==> src/sv/volume_weighted_moving_average_unit_macros.svh <==
// ---------------------------------------------------------------------------
// VWMA assertion macros
// Concurrent assertion shorthands sampled on clk, disabled while rst_n is low.
// ---------------------------------------------------------------------------
`ifndef VOLUME_WEIGHTED_MOVING_AVERAGE_UNIT_MACROS_SVH
`define VOLUME_WEIGHTED_MOVING_AVERAGE_UNIT_MACROS_SVH

// condition must hold at every edge
`define VWMA_ASSERT(label, cond, msg) \
  label: assert property (@(posedge clk) disable iff (!rst_n) (cond)) else $error(msg);

// same-cycle implication
`define VWMA_ASSERT_IMP(label, ante, cons, msg) \
  label: assert property (@(posedge clk) disable iff (!rst_n) (ante) |-> (cons)) \
    else $error(msg);

// next-cycle implication
`define VWMA_ASSERT_NXT(label, ante, cons, msg) \
  label: assert property (@(posedge clk) disable iff (!rst_n) (ante) |=> (cons)) \
    else $error(msg);

`endif

==> src/sv/vwma_pkg.sv <==
// ---------------------------------------------------------------------------
// vwma_pkg
// Shared constants, controller states and control/status bundles for the VWMA.
// ---------------------------------------------------------------------------
`default_nettype none

package vwma_pkg;

  localparam int MAX_WINDOW = 256;
  localparam int IDX_W      = $clog2(MAX_WINDOW);
  localparam int LEN_W      = 9;   // window register width
  localparam int PRICE_W    = 24;
  localparam int VOL_W      = 24;
  localparam int PROD_W     = PRICE_W + VOL_W;
  localparam int WSUM_W     = 56;
  localparam int VSUM_W     = 32;
  localparam int QUO_W      = 24;  // quotient bits, one per divider step
  localparam int DCNT_W     = $clog2(QUO_W);
  localparam int LEN_RESET  = 20;

  typedef enum logic [2:0] {
    S_IDLE,
    S_MUL,
    S_SUM,
    S_CHECK,
    S_DIV,
    S_OUT
  } vwma_state_t;

  typedef struct packed {
    logic accept;    // take request, write history, read evicted bar
    logic mul;       // form new and evicted products
    logic sum;       // update running sums
    logic div_init;  // load divider
    logic div_step;  // one restoring step
    logic load_out;  // load output register
  } vwma_cmd_t;

  typedef struct packed {
    logic emit;       // window is full after this bar
    logic vsum_zero;  // volume sum is zero
    logic div_last;   // final divider step
    logic out_free;   // output register can take a result
  } vwma_sts_t;

endpackage

`default_nettype wire

==> src/sv/vwma_ctrl.sv <==
// ---------------------------------------------------------------------------
// vwma_ctrl
// Sequencer: one request at a time; mul, sum, check; if full, divide, output.
// ---------------------------------------------------------------------------
`default_nettype none
`include "volume_weighted_moving_average_unit_macros.svh"

module vwma_ctrl
  import vwma_pkg::*;
(
  input  wire logic      clk,
  input  wire logic      rst_n,
  input  wire logic      in_valid,
  output logic           in_ready,
  output vwma_cmd_t      cmd,
  input  wire vwma_sts_t sts
);

  vwma_state_t state_r, state_nxt;

  always_ff @(posedge clk) begin
    if (!rst_n) begin
      state_r <= S_IDLE;
    end else begin
      state_r <= state_nxt;
    end
  end

  always_comb begin
    state_nxt = state_r;
    cmd       = '0;
    in_ready  = 1'b0;
    unique case (state_r)
      S_IDLE: begin
        in_ready = 1'b1;
        if (in_valid) begin
          cmd.accept = 1'b1;
          state_nxt  = S_MUL;
        end
      end
      S_MUL: begin
        cmd.mul   = 1'b1;
        state_nxt = S_SUM;
      end
      S_SUM: begin
        cmd.sum   = 1'b1;
        state_nxt = S_CHECK;
      end
      S_CHECK: begin
        if (!sts.emit) begin
          state_nxt = S_IDLE;
        end else if (sts.vsum_zero) begin
          state_nxt = S_OUT;
        end else begin
          cmd.div_init = 1'b1;
          state_nxt    = S_DIV;
        end
      end
      S_DIV: begin
        cmd.div_step = 1'b1;
        if (sts.div_last) begin
          state_nxt = S_OUT;
        end
      end
      S_OUT: begin
        if (sts.out_free) begin
          cmd.load_out = 1'b1;
          state_nxt    = S_IDLE;
        end
      end
      default: begin
        state_nxt = S_IDLE;
      end
    endcase
  end

  `VWMA_ASSERT_NXT(a_accept_to_mul, cmd.accept, state_r == S_MUL, "accept did not start multiply")
  `VWMA_ASSERT_NXT(a_div_end, (state_r == S_DIV) && sts.div_last, state_r == S_OUT,
                   "divider end did not reach output")
  `VWMA_ASSERT_NXT(a_fill_skip, (state_r == S_CHECK) && !sts.emit, state_r == S_IDLE,
                   "filling bar did not return to idle")

endmodule

`default_nettype wire

==> config.mk <==
export PLATFORM = sky130hd
export DESIGN_NAME = vwma_ctrl
export DESIGN_NICKNAME = d
export VERILOG_FILES = /design/src/sv/vwma_pkg.sv /design/src/sv/vwma_ctrl.sv
export VERILOG_INCLUDE_DIRS = /design/src /design/src/sv
export SDC_FILE = /design/constraint.sdc
export NUM_CORES = 1
export LEC_CHECK = 0
export BUFFER_PORTS_ARGS = -buffer_cell sky130_fd_sc_hd__buf_4
export CAP_MARGIN = 30
export CORE_AREA = 2 2 39 41
export CTS_BUF_LIST = sky130_fd_sc_hd__clkbuf_8
export CTS_CLUSTER_DIAMETER = 150
export CTS_CLUSTER_SIZE = 8
export DETAILED_ROUTE_END_ITERATION = 12
export DIE_AREA = 0 0 41 43
export SYNTH_ARGS = -nofsm -noshare
export SYNTH_HDL_FRONTEND = slang
export SYNTH_SLANG_ARGS = --single-unit
==> constraint.sdc <==
create_clock -name clk -period 1.25 [get_ports clk]
set_input_delay 0.0625 -clock clk [delete_from_list [all_inputs] [get_ports clk]]
set_output_delay 0.0625 -clock clk [all_outputs]
set_load 0.005 [all_outputs]
==> flow_results.xml <==
<?xml version="1.0" encoding="UTF-8"?>
<metrics>
  <group name="outcome">
    <metric name="outcome" unit="">complete, no violations</metric>
  </group>
  <group name="global_routing">
    <metric name="antenna_found_initial" unit="">0</metric>
    <metric name="grt_first_pass_wirelength" unit="um">731</metric>
    <metric name="grt.overflow.total" unit="">0</metric>
    <metric name="grt_pass1_vias" unit="">171</metric>
    <metric name="grt_max_degree" unit="">12</metric>
    <metric name="grt_overall_usage" unit="%">7.02</metric>
  </group>
  <group name="clocking">
    <metric name="cts_made_buffers" unit="">3</metric>
    <metric name="cts_hold_buffers" unit="">0</metric>
    <metric name="clock_path_buffers" unit="">2</metric>
    <metric name="number_of_buffers_added_for_setup_after_cts" unit="">0</metric>
    <metric name="insertion_delay" unit="ns">0.22</metric>
    <metric name="cts.sinks" unit="">3</metric>
    <metric name="tritoncts" unit="">built</metric>
    <metric name="clockRootBuffer" unit="">sky130_fd_sc_hd__clkbuf_8</metric>
    <metric name="cts_repair_resize_count" unit="">0</metric>
    <metric name="clk_pin_slew" unit="ns">0.03</metric>
    <metric name="cts_htree_levels" unit="">1</metric>
  </group>
  <group name="critical_path">
    <metric name="path_max_fanout" unit="">11</metric>
    <metric name="rrSetupSlack" unit="ns">0.27</metric>
    <metric name="cp_num_cells" unit="">3</metric>
    <metric name="worst_path_max_delay_cell" unit="">sky130_fd_sc_hd__dfxtp_2</metric>
    <metric name="bufs_and_invs_on_worst_path" unit="">1</metric>
    <metric name="critPathMaxStageDelay" unit="ns">0.37</metric>
    <metric name="crit_family" unit="">flip-flops</metric>
    <metric name="setup.worst_path.end_class" unit="">output pin</metric>
    <metric name="timing.setup.critical_path_class" unit="">register to output pin</metric>
    <metric name="regToRegStartpoint" unit="">state_r[2]</metric>
    <metric name="worstRegToRegCells" unit="">3</metric>
    <metric name="r2r-end" unit="">state_r[0]</metric>
    <metric name="cp-startpoint" unit="">state_r[2]</metric>
    <metric name="worstSetupStartpointType" unit="">register</metric>
    <metric name="arrival_time_at_the_worst_endpoint" unit="ns">1.04</metric>
    <metric name="path_cells" unit="">nand4b_1, nor2_1, buf_4</metric>
    <metric name="setup.worst_path.end" unit="">cmd[2]</metric>
    <metric name="timing.critical_path.required" unit="ns">1.19</metric>
  </group>
  <group name="yosys">
    <metric name="post_synth_inst_count" unit="">26</metric>
    <metric name="ys_warn_count" unit="">0</metric>
    <metric name="mappedNetlistArea" unit="um2">230</metric>
    <metric name="ys_seq_elements" unit="">3</metric>
    <metric name="synth_sequential_area_ratio" unit="%">26.1</metric>
    <metric name="synth_ff_type" unit="">sky130_fd_sc_hd__dfxtp_1</metric>
    <metric name="yosys-top-cells-area" unit="">sky130_fd_sc_hd__dfxtp_1, sky130_fd_sc_hd__nor3b_2, sky130_fd_sc_hd__nor3_2, sky130_fd_sc_hd__nor3b_1, sky130_fd_sc_hd__buf_6</metric>
    <metric name="net_count_synth" unit="">33</metric>
    <metric name="syn_avg_cell_area" unit="um2">8.85</metric>
    <metric name="netlist.area_leader.share" unit="%">26.1</metric>
    <metric name="yosysMostFrequentCell" unit="">sky130_fd_sc_hd__dfxtp_1</metric>
    <metric name="netlist.top_cell.by_area" unit="">sky130_fd_sc_hd__dfxtp_1</metric>
    <metric name="synth_cell_types" unit="">19</metric>
    <metric name="synth-edff-count" unit="">0</metric>
    <metric name="ys_async_sr_fraction" unit="%">0</metric>
  </group>
  <group name="sta">
    <metric name="fin_hold_ws" unit="ns">0.0738</metric>
    <metric name="rsz_0062_raised_after_global_routing" unit="">no</metric>
    <metric name="timing.final.max_slew_violations" unit="">0</metric>
    <metric name="layout_worst_path_cycle_share" unit="%">87.9</metric>
    <metric name="final_hold_viol_count" unit="">0</metric>
    <metric name="fmaxAchievable" unit="MHz">911</metric>
    <metric name="clock-skew-final" unit="ns">0.00401</metric>
    <metric name="worst_slew_pin_tran" unit="ns">0.204</metric>
    <metric name="slew-limit-headroom" unit="%">86.4</metric>
    <metric name="tns" unit="ns">0</metric>
    <metric name="final_period_minus_worst_setup_slack" unit="ns">1.10</metric>
    <metric name="timing.final.setup_violations" unit="">0</metric>
  </group>
  <group name="finish">
    <metric name="final_net_count" unit="">48</metric>
    <metric name="syn2layout_area_growth" unit="%">62.0</metric>
    <metric name="fillers" unit="">152</metric>
    <metric name="regMostFlops" unit="">state_r</metric>
    <metric name="final_util" unit="%">26.9</metric>
    <metric name="num_antenna_cells" unit="">0</metric>
    <metric name="largest_registers" unit="">state_r x3</metric>
    <metric name="largest_register_ff_count" unit="">3</metric>
    <metric name="finish.cell_count_without_fillers" unit="">56</metric>
    <metric name="drive_above_1_share" unit="%">57.5</metric>
  </group>
  <group name="pwr">
    <metric name="power.density_cell_area" unit="nW/um2">1330</metric>
    <metric name="irDropWorstVdd" unit="uV">607</metric>
    <metric name="totalPowerFinal" unit="uW">496</metric>
    <metric name="p_leak" unit="uW">0.000165</metric>
  </group>
  <group name="die">
    <metric name="fp.dieW" unit="um">41</metric>
    <metric name="core_area" unit="um2">1380</metric>
    <metric name="floorplan.rows" unit="">14</metric>
    <metric name="die_height" unit="um">43</metric>
    <metric name="num_io_pins" unit="">14</metric>
    <metric name="die_area" unit="um2">1760</metric>
    <metric name="start_util" unit="%">16.6</metric>
  </group>
  <group name="placement">
    <metric name="port_buffer_cells" unit="">13</metric>
    <metric name="finalWeightedCongestion" unit="">0.601</metric>
    <metric name="placed_cells" unit="">52</metric>
  </group>
  <group name="job">
    <metric name="cap_violations" unit="">0</metric>
  </group>
  <group name="route">
    <metric name="route.final.wire_length" unit="um">528</metric>
    <metric name="first_pass_iters" unit="">2</metric>
    <metric name="routedWlPerCell" unit="um">9.43</metric>
    <metric name="dr_total_vias" unit="">231</metric>
    <metric name="drt_iter0_drc" unit="">2</metric>
    <metric name="vias_per_cell" unit="">4.13</metric>
    <metric name="drc_errors" unit="">0</metric>
    <metric name="route.antenna.remaining_nets" unit="">0</metric>
  </group>
  <group name="hold_path">
    <metric name="hold_class" unit="">primary input to register</metric>
  </group>
</metrics>
==> cell type report <==
type                            count  area, um2  share of cell area (%)
Clock buffer                        3       41.3                    11.1
Clock inverter                      1       3.75                    1.01
Inverter                            1       3.75                    1.01
Multi-Input combinational cell     19        143                    38.3
Sequential cell                     3       63.8                    17.1
Tap cell                           16       20.0                    5.37
Timing Repair Buffer               13       97.6                    26.2
==> placed cells by master (no fill, tap or decap) <==
cell type and instances:
sky130_fd_sc_hd__inv_1 2, sky130_fd_sc_hd__a21oi_1 1, sky130_fd_sc_hd__or2b_1 1, sky130_fd_sc_hd__nand4b_1 1, sky130_fd_sc_hd__nor3_2 2, sky130_fd_sc_hd__nor3b_2 2, sky130_fd_sc_hd__nand3_1 2, sky130_fd_sc_hd__and2_1 1
sky130_fd_sc_hd__o2111a_1 1, sky130_fd_sc_hd__a21boi_1 1, sky130_fd_sc_hd__dfxtp_2 3, sky130_fd_sc_hd__nand2_1 2, sky130_fd_sc_hd__buf_4 13, sky130_fd_sc_hd__nor3b_1 2, sky130_fd_sc_hd__o21a_1 1, sky130_fd_sc_hd__nand3b_1 1
sky130_fd_sc_hd__clkbuf_8 3, sky130_fd_sc_hd__nor2_1 1
==> through the flow <==
| step | area (um2) | setup WS, ns |
|---|---|---|
| after floorplan | 230 | 0.303 |
| after global placement | 324 | 0.165 |
| after detailed placement | 324 | 0.142 |
| after CTS | 369 | 0.00198 |
| after global routing | 373 | 0.0645 |
| final | 373 | 0.152 |
==> how the worst min path moves through the flow <==
stage                       from    endpoint  cells past startpoint  slack (ns)
final                      rst_n  state_r[1]                      2        0.07
after global routing       rst_n  state_r[1]                      2        0.08
after CTS                  rst_n  state_r[1]                      2        0.07
after detailed placement   rst_n  state_r[1]                      2        0.29
after global placement     rst_n  state_r[1]                      2        0.30
after floorplan           sts[2]      cmd[2]                      1        0.16
==> logic make-up (layout without fill, tap and decap cells) <==
kind of cell / count (synthesis) / count (layout) / synth area share, %
AOI/OAI and AO/OA: 4 / 4 / 13.6
DFF: 3 / 3 / 26.1
buffers and inverters: 4 / 18 / 12.0
and+or+nand+nor: 15 / 15 / 48.4
==> report_power, final <==
group	total, uW	internal (uW)	switching [uW]
registers	131	108	22.9
clock network	273	209	64.1
logic	91.8	62.2	29.6
==> per-layer routing <==
metal	track usage [%]	vias to the layer above	routed length, um
met3	9.42	2	84
met4	2.00	0	5
met5	0	-	0
li1	-	119	-
met1	8.01	98	199
met2	7.50	12	238
Power figures use the tool's default switching activity.
